### config.mk
export PLATFORM = sky130hd
export DESIGN_NAME = rle_frame_decoder
export DESIGN_NICKNAME = d
export VERILOG_FILES = /design/src/sv/rfd_pkg.sv /design/src/sv/rfd_run_unit.sv /design/src/sv/rle_frame_decoder.sv
export SDC_FILE = /design/constraint.sdc
export NUM_CORES = 1
export LEC_CHECK = 0
export BUFFER_PORTS_ARGS = -buffer_cell sky130_fd_sc_hd__buf_2
export CAP_MARGIN = 5
export CORE_UTILIZATION = 30
export DETAILED_ROUTE_END_ITERATION = 8
export PLACE_DENSITY = 0.57
export SLEW_MARGIN = 30
export SYNTH_ARGS = -nofsm -noshare
export SYNTH_HDL_FRONTEND = slang
export SYNTH_HIERARCHICAL = 1
export SYNTH_SLANG_ARGS = --single-unit
### constraint.sdc
create_clock -name clk_i -period 3.5 [get_ports clk_i]
set_input_delay 0.35 -clock clk_i [delete_from_list [all_inputs] [get_ports clk_i]]
set_output_delay 0.35 -clock clk_i [all_outputs]
set_load 0.1 [all_outputs]
### src/sv/rfd_pkg.sv
package rfd_pkg;

  localparam int unsigned FrameMax = 65536;
  localparam int unsigned IdxW     = $clog2(FrameMax + 1);
  localparam int unsigned CfgW     = 17;
  localparam int unsigned CmpW     = (IdxW > CfgW) ? IdxW : CfgW;
  localparam int unsigned RunW     = 7;

  localparam logic [7:0] ChDigit0 = 8'h30;
  localparam logic [7:0] ChDigit9 = 8'h39;
  localparam logic [7:0] ChUpperA = 8'h41;
  localparam logic [7:0] ChUpperZ = 8'h5A;
  localparam logic [7:0] ChLowerA = 8'h61;
  localparam logic [7:0] ChLowerZ = 8'h7A;
  localparam logic [7:0] ChDollar = 8'h24;
  localparam logic [7:0] ChHash   = 8'h23;

  localparam logic [5:0] SymDollar   = 6'd62;
  localparam logic [5:0] SymHash     = 6'd63;
  localparam logic [5:0] UpperOffset = 6'd10;
  localparam logic [5:0] LowerOffset = 6'd36;

  typedef logic [IdxW-1:0] idx_t;
  typedef logic [RunW-1:0] run_t;

  typedef struct packed {
    logic [7:0] char_code;
    logic       frame_start;
  } in_beat_t;

  typedef struct packed {
    logic [15:0] pixel_index;
    logic [5:0]  color;
    logic        last_of_run;
  } out_beat_t;

  typedef struct packed {
    logic       clear;
    logic       launch;
    logic [5:0] color;
    run_t       run_len;
  } run_cmd_t;

  function automatic logic [5:0] symbol_of(input logic [7:0] ch);
    logic [7:0] diff;
    diff = 8'd0;
    if (ch >= ChDigit0 && ch <= ChDigit9) begin
      diff = ch - ChDigit0;
      return diff[5:0];
    end else if (ch >= ChUpperA && ch <= ChUpperZ) begin
      diff = ch - ChUpperA;
      return diff[5:0] + UpperOffset;
    end else if (ch >= ChLowerA && ch <= ChLowerZ) begin
      diff = ch - ChLowerA;
      return diff[5:0] + LowerOffset;
    end else if (ch == ChDollar) begin
      return SymDollar;
    end else if (ch == ChHash) begin
      return SymHash;
    end
    return 6'd0;
  endfunction

endpackage

### src/sv/rfd_run_unit.sv
module rfd_run_unit
  import rfd_pkg::*;
(
  input  logic      clk_i,
  input  logic      rst_ni,
  input  run_cmd_t  cmd_i,
  input  idx_t      limit_i,
  input  logic      advance_i,
  output logic      busy_o,
  output logic      beat_valid_o,
  output out_beat_t beat_o
);

  typedef enum logic [1:0] {
    StIdle = 2'b01,
    StRun  = 2'b10
  } state_e;

  state_e     state_q, state_d;
  run_t       remain_q, remain_d;
  idx_t       idx_q, idx_d;
  logic [5:0] color_q, color_d;

  logic          can_write;
  logic          step;
  logic [IdxW:0] idx_next;
  logic [31:0]   idx_wide;

  assign can_write = (remain_q != '0) && (CmpW'(idx_q) < CmpW'(limit_i));
  assign step      = (state_q == StRun) && can_write && advance_i;
  assign idx_next  = {1'b0, idx_q} + (IdxW + 1)'(1);
  assign idx_wide  = 32'(idx_q);

  assign busy_o       = (state_q == StRun);
  assign beat_valid_o = step;
  assign beat_o.pixel_index = idx_wide[15:0];
  assign beat_o.color       = color_q;
  assign beat_o.last_of_run = (remain_q == run_t'(1)) ||
                              (idx_next == (IdxW + 1)'(limit_i));

  always_comb begin
    state_d  = state_q;
    remain_d = remain_q;
    idx_d    = idx_q;
    color_d  = color_q;
    unique case (state_q)
      StIdle: begin
        if (cmd_i.clear) begin
          idx_d = '0;
        end
        if (cmd_i.launch) begin
          remain_d = cmd_i.run_len;
          color_d  = cmd_i.color;
          state_d  = StRun;
        end
      end
      StRun: begin
        if (!can_write) begin
          state_d = StIdle;
        end else if (step) begin
          remain_d = remain_q - run_t'(1);
          idx_d    = idx_next[IdxW-1:0];
        end
      end
      default: begin
        state_d = StIdle;
      end
    endcase
  end

  always_ff @(posedge clk_i or negedge rst_ni) begin
    if (!rst_ni) begin
      state_q  <= StIdle;
      remain_q <= '0;
      idx_q    <= '0;
    end else begin
      state_q  <= state_d;
      remain_q <= remain_d;
      idx_q    <= idx_d;
    end
  end

  always_ff @(posedge clk_i) begin
    color_q <= color_d;
  end

endmodule

### src/sv/rle_frame_decoder.sv
// Channel  Direction  Handshake              Payload
// in       sink       in_valid_i/in_stall_o   in_beat_t (char_code, frame_start)
// out      source     out_valid_o/out_stall_i out_beat_t (pixel_index, color, last_of_run)
// cfg      sink       cfg_valid_i/cfg_ready_o 17-bit frame_pixels
//
// A colour character is accepted without stalling in. A run character is accepted,
// then writes up to 64 pixels, counted down by the remaining-run counter in
// rfd_run_unit, and in stays stalled until the run closes; out stalls hold the writes.
// Reset clears the index, the pending colour and frame_pixels to zero.
// in_stall_o and cfg_ready_o follow the run unit's busy state.
module rle_frame_decoder
  import rfd_pkg::*;
(
  input  logic            clk_i,
  input  logic            rst_ni,
  input  logic            in_valid_i,
  output logic            in_stall_o,
  input  in_beat_t        in_data_i,
  output logic            out_valid_o,
  input  logic            out_stall_i,
  output out_beat_t       out_data_o,
  input  logic            cfg_valid_i,
  output logic            cfg_ready_o,
  input  logic [CfgW-1:0] cfg_data_i
);

  logic [CfgW-1:0] frame_pixels_q;
  logic [5:0]      pending_q, pending_d;
  logic            have_q, have_d;
  logic            out_valid_q;
  out_beat_t       out_q;

  logic       busy;
  logic       in_fire;
  logic       advance;
  logic       have_eff;
  logic [5:0] sym;
  idx_t       limit;
  run_cmd_t   cmd;
  logic       beat_valid;
  out_beat_t  beat;

  assign in_stall_o  = busy;
  assign cfg_ready_o = !busy;
  assign in_fire     = in_valid_i && !busy;
  assign advance     = !out_valid_q || !out_stall_i;
  assign sym         = symbol_of(in_data_i.char_code);
  assign have_eff    = have_q && !in_data_i.frame_start;

  assign limit = (CmpW'(frame_pixels_q) > CmpW'(FrameMax)) ?
                 IdxW'(FrameMax) : IdxW'(frame_pixels_q);

  always_comb begin
    pending_d   = pending_q;
    have_d      = have_q;
    cmd.clear   = in_fire && in_data_i.frame_start;
    cmd.launch  = 1'b0;
    cmd.color   = pending_q;
    cmd.run_len = run_t'(sym) + run_t'(1);
    if (in_fire) begin
      if (!have_eff) begin
        pending_d = sym;
        have_d    = 1'b1;
      end else begin
        have_d     = 1'b0;
        cmd.launch = 1'b1;
      end
    end
  end

  rfd_run_unit u_run (
    .clk_i        (clk_i),
    .rst_ni       (rst_ni),
    .cmd_i        (cmd),
    .limit_i      (limit),
    .advance_i    (advance),
    .busy_o       (busy),
    .beat_valid_o (beat_valid),
    .beat_o       (beat)
  );

  always_ff @(posedge clk_i or negedge rst_ni) begin
    if (!rst_ni) begin
      frame_pixels_q <= '0;
      pending_q      <= '0;
      have_q         <= 1'b0;
      out_valid_q    <= 1'b0;
    end else begin
      pending_q <= pending_d;
      have_q    <= have_d;
      if (cfg_valid_i && cfg_ready_o) begin
        frame_pixels_q <= cfg_data_i;
      end
      if (advance) begin
        out_valid_q <= beat_valid;
      end
    end
  end

  always_ff @(posedge clk_i) begin
    if (advance && beat_valid) begin
      out_q <= beat;
    end
  end

  assign out_valid_o = out_valid_q;
  assign out_data_o  = out_q;

endmodule
==> results of run 1 <==
==> synthesized netlist by cell type (3+ instances only) <==
library cell / number
nand2b_1: 3
and3_1: 6
buf_4: 17
nand2_1: 33
nor2_1: 30
dfrtp_1: 50
edfxtp_1: 29
xor2_1: 7
a21oi_1: 26
and4_1: 4
nor2b_1: 21
and2_1: 9
nand4_1: 9
a211oi_1: 5
nand3_1: 14
xnor2_1: 23
o31ai_1: 7
a21o_1: 3
o22a_1: 6
mux2i_1: 3
nor4_1: 5
ha_1: 30
a31oi_1: 9
inv_1: 34
buf_2: 8
mux2_2: 20
o21ai_0: 35
nor3_1: 10
clkbuf_1: 7
o41ai_1: 4
==> worst min-delay path: stages <==
cell and delay (ns):
buf_2 0.08, nand2_1 0.04, o21ai_0 0.06
==> final cells by class <==
type	instances	area [um2]	share of cell area
tap	220	275	0.0450
multi-input combinational	374	2710	0.442
sequential	80	2150	0.351
inverter	35	131	0.0215
timing repair buffer	82	503	0.0822
clock buffer	9	225	0.0368
clock inverter	7	133	0.0217
==> flip-flops by register name, summed over array words and instances (netlist names) <==
register and count:
out_data_o 23, u_run/state_q 2, u_run/remain_q 7, have_q 1, frame_pixels_q 17, pending_q 6, out_valid_o 1, u_run/idx_q 17
u_run/color_q 6
==> logic make-up (layout without fill, tap and decap cells) <==
group | after synthesis | in the layout | share of synthesized area
mux | 24 | 24 | 0.0520
compound gates | 124 | 124 | 0.161
simple gates | 166 | 166 | 0.185
xor+xnor | 30 | 30 | 0.0506
fa+ha+maj | 30 | 30 | 0.0722
buf+inv | 70 | 133 | 0.0664
flops | 80 | 80 | 0.413
==> per-stage QoR <==
stage               setup slack [ns]  instances  power (mW)
floorplan                     0.0183        524        1.51
global placement               0.243        790        1.66
detailed placement             0.136        790        1.68
CTS                            0.258        807        2.81
global route                  0.0427        807        2.91
finish                         0.325        807        2.78
==> report_power, final <==
part,switching [mW],internal (mW)
Sequential,0.0626,1.06
Clock,0.407,0.714
Combinational,0.320,0.214
==> placed cells by master, fill, tap and decap left out, types with 7 or more instances in the layout <==
cell type and n:
nor3_1 10, nand4_1 9, a21oi_1 26, buf_2 56, a31oi_1 9, nand3_1 14
nor2b_1 21, nand2_1 33, nor2_1 30, o21ai_0 35, and2_1 8, mux2_2 20
dfrtp_1 50, clkbuf_16 9, edfxtp_1 29, xnor2_1 23, ha_1 30, buf_4 23
xor2_1 7, inv_1 34, o31ai_1 7
==> final timing paths <==
path | depth (start not counted) | start | end
min in group asynchronous | 2 | rst_ni | frame_pixels_q[3]$_DFFE_PN0P_
setup reg to reg | 13 | frame_pixels_q[9]$_DFFE_PN0P_ | u_run/idx_q[13]$_DFFE_PN0P_
max in group asynchronous | 3 | rst_ni | u_run/state_q[0]$_DFFE_PN1P_
hold reg to reg | 0 | u_run/color_q[1]$_DFFE_PP_ | out_data_o[2]$_DFFE_PP_
setup / recovery | 13 | frame_pixels_q[9]$_DFFE_PN0P_ | u_run/idx_q[13]$_DFFE_PN0P_
hold / removal | 3 | cfg_data_i[16] | frame_pixels_q[16]$_DFFE_PN0P_
==> per-layer routing <==
metal | GRT usage | vias up | wire, um
li1 | - | 2004 | -
met1 | 0.202 | 1959 | 5970
met2 | 0.212 | 101 | 5300
met3 | 0.0282 | 15 | 559
met4 | 0.0442 | 0 | 167
met5 | 0 | - | 0
==> summary.txt, run 1 <==
Critical path
  – Worst Setup Start Kind: flop
  – CP cell instances: nor4_1, a41oi_1, buf_4, nor2b_1, inv_1, ha_1, a21oi_1, o21ai_0, a211oi_2, and2_1, nand2_1, buf_4, o41ai_1
  – Max stage delay on crit path: 0.39 ns
  – Most frequent CP cell: buf_4
  – CP bufs+invs: 3
  – Critical Path RT: 3.73 ns
  – Top delay family on crit path: compound AO/OA/AOI/OAI gates
  – Worst setup EP type: flop
  – Worst EP arrival: 3.40 ns
  – Crit path kind: reg -> reg
  – Reg2Reg Setup Slack: 0.33 ns
  – Crit path max fanout: 14
  – Critical-path top delay cell: dfrtp_1

Clock network
  – Root Driver: clkbuf_16
  – Htree depth: 3
  – Clock latency at the later pin of the worst-skew pair: 0.35 ns
  – Sink Count: 80
  – Clock-pin slew on the worst setup and hold paths: 0.07 ns
  – Hold_buf cts: 1
  – TritonCTS clock tree: built
  – Number of gates resized after cts: 0
  – Clk buf depth: 2
  – CTS buffer count: 9
  – Post-CTS Setup Inserts: 0

Logic synthesis
  – Syn Inst Count: 524
  – Largest area contributor in the netlist: dfrtp_1
  – Ys async rst share: 0.638
  – Mapped Avg Cell Area: 9.92 um2
  – Main synth FF type: dfrtp_1
  – Synth unique cells: 78
  – Main area contributors after synthesis: dfrtp_1 24%, edfxtp_1 17%, ha_1 7.2%, mux2_2 4.3%, xnor2_1 3.9%
  – Post-synth EDFFs: 29
  – Net Count, Synth: 585
  – Yosys top cell area share: 0.241
  – #FFs+latches synth: 80
  – Yosys warnings: 6
  – Register area share after synthesis: 0.413
  – Synth Cell Area: 5200 um2

Global routing
  – Largest net degree at the start of global routing: 31
  – First-pass GRT wire length: 20,200 um
  – Total track usage: 0.141
  – Initial antenna violation count: 0
  – GR Overflow Total: 0
  – Vias in the first global route: 3,913

Power and ir drop
  – Pleak: 2.55 nW
  – Power density cells: 454 nW/um2
  – Max IR drop VDD: 216 uV

Finish
  – Final nets: 643
  – Ant diodes: 0
  – Fillers: 1,693
  – Layout cells sized above 1: 0.247
  – Area Overhead vs Synth: 17.8%
  – Final instance area: 6120 um2
  – Post-layout util: 0.365

Routing
  – ANT nets after route: 0
  – Iteration-0 DRC count of the detailed router: 244
  – DRT Pass-1 Iters: 4
  – Via-to-Cell Ratio: 5.05
  – Vias: 4,079
  – Routed WL: 12,000 um
  – Wire per inst: 14.9 um
  – # DRC: 0

Timing
  – RSZ-0062 raised after global routing: no
  – Hold WS: 0.220 ns
  – Fmax: 0.315 GHz
  – Setup TNS: 0 ns
  – Final Slew Violations: 0
  – Max transition margin: 0.579
  – Setup Skew: 0.00951 ns
  – Fin crit period: 3.17 ns
  – Count of final setup violators: 0
  – Worst-Margin Slew: 0.622 ns
  – Final period util: 0.907
  – Hold Fails Final Rpt: 0

Floorplanning
  – Placeable Area: 16,800 um2
  – Row count: 47
  – Initial core utilization: 0.310
  – Die width: 134 um
  – Boundary pin count: 57
  – Die area: 17,900 um2
  – Die Height: 134 um

Status
  – Outcome: complete, no violations

Placed design
  – Post-DP HPWL: 9170 um
  – GPL Wtd Cong: 0.912
  – Placed Area: 5750 um2
  – Buffers on Ports: 56

Run
  – Max Cap Viol: 0

Hold path
  – Worst hold path type: in -> reg
Note: power is estimated with default switching activity, not from simulation.
==> inputs of run 2 (changes only) <==
- CORE_ASPECT_RATIO: unset -> 1.5
- GPL_TIMING_DRIVEN: unset -> 0
==> run 2 against run 1 <==
Effect of this change: routed wire length increased by 16%; maximum frequency decreased by 5.8%; core utilization increased by 1.2 points; final cell count increased by 1.5%; sequential cell count unchanged; largest power group unchanged; count of clock-buffer cells in the layout unchanged; hold slack got worse by 0.19 ns; setup slack got worse by 0.19 ns; total power decreased by 2.2%.
==> summary.txt, run 2 (synthesis gave the netlist of run 1 again) <==
Status
  – Outcome: complete, no violations

Timing
  – Count of final setup violators: 0
  – Max transition margin: 0.549
  – Hold Fails Final Rpt: 0
  – Final period util: 0.963
  – Worst-Margin Slew: 0.677 ns
  – Hold WS: 0.0271 ns
  – Fin crit period: 3.37 ns
  – Setup Skew: 0.00771 ns
  – RSZ-0062 raised after global routing: yes
  – Final Slew Violations: 0
  – Fmax: 0.297 GHz

Critical path
  – Reg2reg path depth: 15
  – Worst Setup Start Kind: flop
  – Worst setup EP type: flop
  – Reg2Reg Setup Slack: 0.13 ns
  – Crit path max fanout: 6
  – CP cell instances: nor4_4, a41oi_2, buf_6, nor2b_4, inv_1, ha_1, a21oi_2, o21ai_1, a211oi_2, and2_1, buf_6, nand2_4, buf_12, clkinvlp_4, and2_4
  – RR Endpoint: out_data_o[15]$_DFFE_PP_
  – Worst EP arrival: 3.42 ns
  – Crit path kind: reg -> reg
  – Critical path origin: frame_pixels_q[1]$_DFFE_PN0P_
  – Critical Path RT: 3.55 ns
  – FF-to-FF Start: frame_pixels_q[1]$_DFFE_PN0P_
  – Critical-path top delay cell: dfrtp_1
  – Most frequent CP cell: buf_6
  – Max stage delay on crit path: 0.42 ns
  – Worst setup path endpoint: out_data_o[15]$_DFFE_PP_

Floorplanning
  – Placeable Area: 16,800 um2
  – Die area: 17,900 um2
  – Initial core utilization: 0.309
  – Boundary pin count: 57
  – Row count: 58
  – Die width: 109 um
  – Die Height: 163 um

Placed design
  – Placed Area: 5740 um2
  – Post-DP HPWL: 10,200 um
  – GPL Wtd Cong: 0.881
  – Placed Cells: 789
  – Buffers on Ports: 55

Clock network
  – TritonCTS clock tree: built
  – Clk buf depth: 2
  – Htree depth: 3
  – CTS buffer count: 9
  – Clock-pin slew on the worst setup and hold paths: 0.06 ns
  – Root Driver: clkbuf_16
  – Sink Count: 80
  – Clock latency at the later pin of the worst-skew pair: 0.35 ns

Routing
  – Iteration-0 DRC count of the detailed router: 142
  – DRT Pass-1 Iters: 4
  – Vias: 4,254
  – # DRC: 0
  – Via-to-Cell Ratio: 5.19
  – Wire per inst: 17.0 um
  – Routed WL: 14,000 um
  – ANT nets after route: 0

Power and ir drop
  – Switching part of the total power: 0.297
  – Internal power: 1.91 mW
  – Max IR drop VDD: 168 uV
  – Power density cells: 427 nW/um2
  – Logic pwr share: 0.207
  – Switching power: 0.807 mW
  – Clock network power share: 0.376
  – Power share of the sequential group: 0.417
  – Pleak: 2.66 nW

Run
  – Max Cap Viol: 0

Hold path
  – Worst hold path type: in -> async

Finish
  – Number of flip-flops in the largest register: 23
  – Fillers: 1,702
  – Final instance area: 6360 um2
  – Ant diodes: 0
  – Area Overhead vs Synth: 22.3%
  – Post-Layout Cell Count: 819
  – Most common cell after layout, fill and taps aside: buf_2
  – Most frequent cells in the layout: 58 x buf_2, 50 x dfrtp_1, 34 x o21ai_0
  – Layout cells sized above 1: 0.292
  – Final nets: 665

Global routing
  – Largest net degree at the start of global routing: 52
  – GR Overflow Total: 0
  – Total track usage: 0.166
  – First-pass GRT wire length: 22,500 um
  – Vias in the first global route: 4,368
  – Initial antenna violation count: 0
## run 2: changes by cell type in the layout (fill, tap and decap cells not counted), sizes merged
cell	delta
inv	-4
clkbuf	+9
bufinv	-1
clkinvlp	+2
buf	+11
dlygate4sd3	-1
clkinv	+3
and2	+3
## run 2: metal layers
layer | global-route usage | vias up | share of wire
met3 | 0.0259 | 34 | 0.033
met1 | 0.178 | 2080 | 0.38
li1 | - | 2049 | -
met2 | 0.303 | 91 | 0.54
met4 | 0.0958 | 0 | 0.040
met5 | 0 | - | 0
## run 2: per-stage QoR
step / setup TNS [ns] / util / setup slack [ns] / power, mW
2_1_floorplan: 0 / - / 0.0183 / 1.51
3_3_place_gp: -39.45 / 0.341 / -1.26 / 1.65
3_5_place_dp: -41.47 / 0.341 / -1.30 / 1.66
4_1_cts: -0.224 / 0.369 / -0.0208 / 2.72
5_1_grt: -0.0179 / 0.378 / -0.0179 / 2.85
6_report: 0 / 0.378 / 0.131 / 2.72
## run 2: worst min-delay path by stage
stage	startpoint	endpoint	slack, ns	cells after the start
2_1_floorplan	rst_ni	frame_pixels_q[0]$_DFFE_PN0P_	0.05	0
3_3_place_gp	u_run/color_q[4]$_DFFE_PP_	out_data_o[5]$_DFFE_PP_	0.41	0
3_5_place_dp	u_run/color_q[2]$_DFFE_PP_	out_data_o[3]$_DFFE_PP_	0.41	0
4_1_cts	rst_ni	frame_pixels_q[2]$_DFFE_PN0P_	0.06	1
5_1_grt	rst_ni	frame_pixels_q[2]$_DFFE_PN0P_	0.08	1
6_report	rst_ni	frame_pixels_q[2]$_DFFE_PN0P_	0.03	1
## run 2: layout make-up
class | count | area (um2) | share of cell area
inverters | 35 | 135 | 0.0213
flip-flops and latches | 80 | 2150 | 0.338
plain buffers | 35 | 245 | 0.0386
multi-input cells | 377 | 2870 | 0.451
repair buffers | 66 | 380 | 0.0598
clock inverters | 7 | 93.8 | 0.0148
clock buffers | 9 | 225 | 0.0354
well taps | 210 | 263 | 0.0413
## run 2: what timing repair did
item,CTS,global route
endpoints found under the setup margin,48,41
setup buffers,5,5
resized for setup,23,23
hold buffers,0,0
cloned,3,1
pin swaps,4,4
endpoints found under the hold margin,0,0
## run 2: power groups by stage
stage               combinational (mW)  sequential, mW  clock (mW)
floorplan                        0.328            1.18           0
global placement                 0.503            1.14           0
detailed placement               0.517            1.14           0
CTS                              0.539            1.13        1.05
global route                     0.615            1.15        1.08
finish                           0.561            1.13        1.02
## run 2: critical path: cells and delay by family (launching register included)
kind | cells | cell delay [ns]
simple gates | 5 | 0.99
compound gates | 4 | 0.66
buf+inv | 5 | 0.66
flops | 1 | 0.42
fa+ha+maj | 1 | 0.31
==> inputs of run 3 (changes only) <==
- CELL_PAD_IN_SITES_DETAIL_PLACEMENT: unset -> 0
- CELL_PAD_IN_SITES_GLOBAL_PLACEMENT: unset -> 1
- HOLD_SLACK_MARGIN: unset -> 0.02
- PLACE_DENSITY: 0.57 -> unset
- PLACE_DENSITY_LB_ADDON: unset -> 0.1
==> run 3 against run 2 <==
Effect of this change: first-iteration DRC count down 17%; total power down 3.8%; global-route usage up 1.5 points; clock skew hardly changed; hold slack better by 0.012 ns; register-to-register slack is essentially flat; via count shrank 0.78%; critical endpoint is now out_data_o[0]$_DFFE_PP_; highest routed layer unchanged.
==> summary.txt, run 3 (synthesis gave the netlist of run 1 again) <==
Status
  – Outcome: complete, no violations

Placed design
  – Placed Cells: 789
  – Buffers on Ports: 55
  – Placed Area: 5740 um2
  – GPL Wtd Cong: 0.885
  – Post-DP HPWL: 11,200 um

Floorplanning
  – Die area: 17,900 um2
  – Initial core utilization: 0.309
  – Die Height: 163 um
  – Placeable Area: 16,800 um2
  – Die width: 109 um
  – Row count: 58
  – Boundary pin count: 57

Finish
  – Layout cells sized above 1: 0.291
  – Number of flip-flops in the largest register: 23
  – Ant diodes: 0
  – Area Overhead vs Synth: 21.3%
  – Post-Layout Cell Count: 819
  – Most common cell after layout, fill and taps aside: buf_2
  – Most frequent cells in the layout: 58 x buf_2, 50 x dfrtp_1, 34 x o21ai_0
  – Final instance area: 6300 um2
  – Post-layout util: 0.374
  – Final nets: 665

Routing
  – Routed WL: 15,100 um
  – DRT Pass-1 Iters: 5
  – Iteration-0 DRC count of the detailed router: 118
  – Wire per inst: 18.5 um
  – Vias: 4,221
  – # DRC: 0
  – ANT nets after route: 0
  – Via-to-Cell Ratio: 5.15

Run
  – Max Cap Viol: 0

Timing
  – Count of final setup violators: 0
  – Fin crit period: 3.36 ns
  – Final Slew Violations: 0
  – Fmax: 0.298 GHz
  – Worst-Margin Slew: 0.712 ns
  – Setup Skew: 0.00785 ns
  – Setup TNS: 0 ns
  – Max transition margin: 0.526
  – Final period util: 0.959
  – Hold Fails Final Rpt: 0

Critical path
  – Critical-path top delay cell: dfrtp_1
  – Critical Path RT: 3.54 ns
  – Crit path max fanout: 10
  – Worst setup EP type: flop
  – Crit path kind: reg -> reg
  – Worst EP arrival: 3.40 ns
  – Max stage delay on crit path: 0.42 ns
  – CP cell instances: nor4_4, a41oi_4, buf_4, nor2b_1, inv_1, ha_1, o21ai_0, a221oi_2, o21ai_2, nand2_2, buf_6, inv_4, and2_4
  – Worst Setup Start Kind: flop

Clock network
  – Clk buf depth: 2
  – TritonCTS clock tree: built
  – Root Driver: clkbuf_16
  – Clock latency at the later pin of the worst-skew pair: 0.35 ns
  – CTS buffer count: 9
  – Clock-pin slew on the worst setup and hold paths: 0.07 ns
  – Htree depth: 3
  – Sink Count: 80

Global routing
  – Largest net degree at the start of global routing: 52
  – GR Overflow Total: 0
  – Initial antenna violation count: 0
  – Total track usage: 0.181
  – Vias in the first global route: 4,434
  – First-pass GRT wire length: 24,000 um

Power and ir drop
  – Max IR drop VDD: 232 uV
  – Pleak: 2.63 nW
  – Power density cells: 415 nW/um2

Hold path
  – Worst hold path type: in -> async
[run 3: cell types whose count changed in the layout (fill, tap and decap cells not counted), sizes merged]
cell and delta:
and2 -1, buf +2, bufinv -2, clkbuf -1
clkinv -2, clkinvlp +1, inv +3
[run 3: worst max-delay path, delay by kind of cell (launching register included)]
kind	cells	cell delay (ns)
AOI/OAI and AO/OA	4	0.81
buffers and inverters	4	0.54
and+or+nand+nor	4	0.96
DFF	1	0.42
adders and majority gates	1	0.29
[run 3: repair_timing]
action                     4_1_cts  5_1_grt
setup endpoints to repair       49       42
hold buffers                     0        0
gates cloned                     2        0
buffers inserted                 5        7
pin swaps                        6        6
resized for setup               22       18
[run 3: power breakdown]
part | switching (mW) | leakage, nW | total [mW] | internal (mW)
sequential | 0.0813 | 0.887 | 1.14 | 1.06
combinational | 0.336 | 1.62 | 0.559 | 0.223
clock | 0.426 | 0.128 | 0.914 | 0.488
[run 3: final timing paths]
kind / from / to / slack, ns / cells after the start
max in group asynchronous: rst_ni / frame_pixels_q[0]$_DFFE_PN0P_ / 2.96 / 1
max: frame_pixels_q[1]$_DFFE_PN0P_ / out_data_o[0]$_DFFE_PP_ / 0.14 / 13
min: rst_ni / pending_q[2]$_DFFE_PN0P_ / 0.04 / 1
min reg2reg: u_run/color_q[1]$_DFFE_PP_ / out_data_o[2]$_DFFE_PP_ / 0.43 / 0
min in group clk_i: cfg_data_i[16] / frame_pixels_q[16]$_DFFE_PN0P_ / 0.22 / 3
max reg2reg: frame_pixels_q[1]$_DFFE_PN0P_ / out_data_o[0]$_DFFE_PP_ / 0.14 / 13
[run 3: cell type report]
class                      count  area [um2]
timing repair buffer          67         372
multi-input combinational    376        2870
sequential                    80        2150
clock buffer                   9         225
inverter                      35         134
buffer                        35         233
clock inverter                 7        55.1
tap                          210         263
fill                        1755       10500
[run 3: layer usage]
layer / part of all wire / global-route usage / routed length, um
met4: 0.021 / 0.0636 / 315
met2: 0.59 / 0.368 / 8960
met3: 0.022 / 0.0239 / 332
met1: 0.36 / 0.180 / 5520
met5: 0 / 0 / 0
[run 3: metrics by stage]
stage	hold slack, ns	total power [mW]	setup slack [ns]
after floorplan	0.0544	1.51	0.0183
after global placement	0.430	1.67	-1.38
after detailed placement	0.407	1.67	-1.45
after CTS	0.0724	2.63	0.0138
after global routing	0.0937	2.76	-0.00537
final	0.0388	2.62	0.145
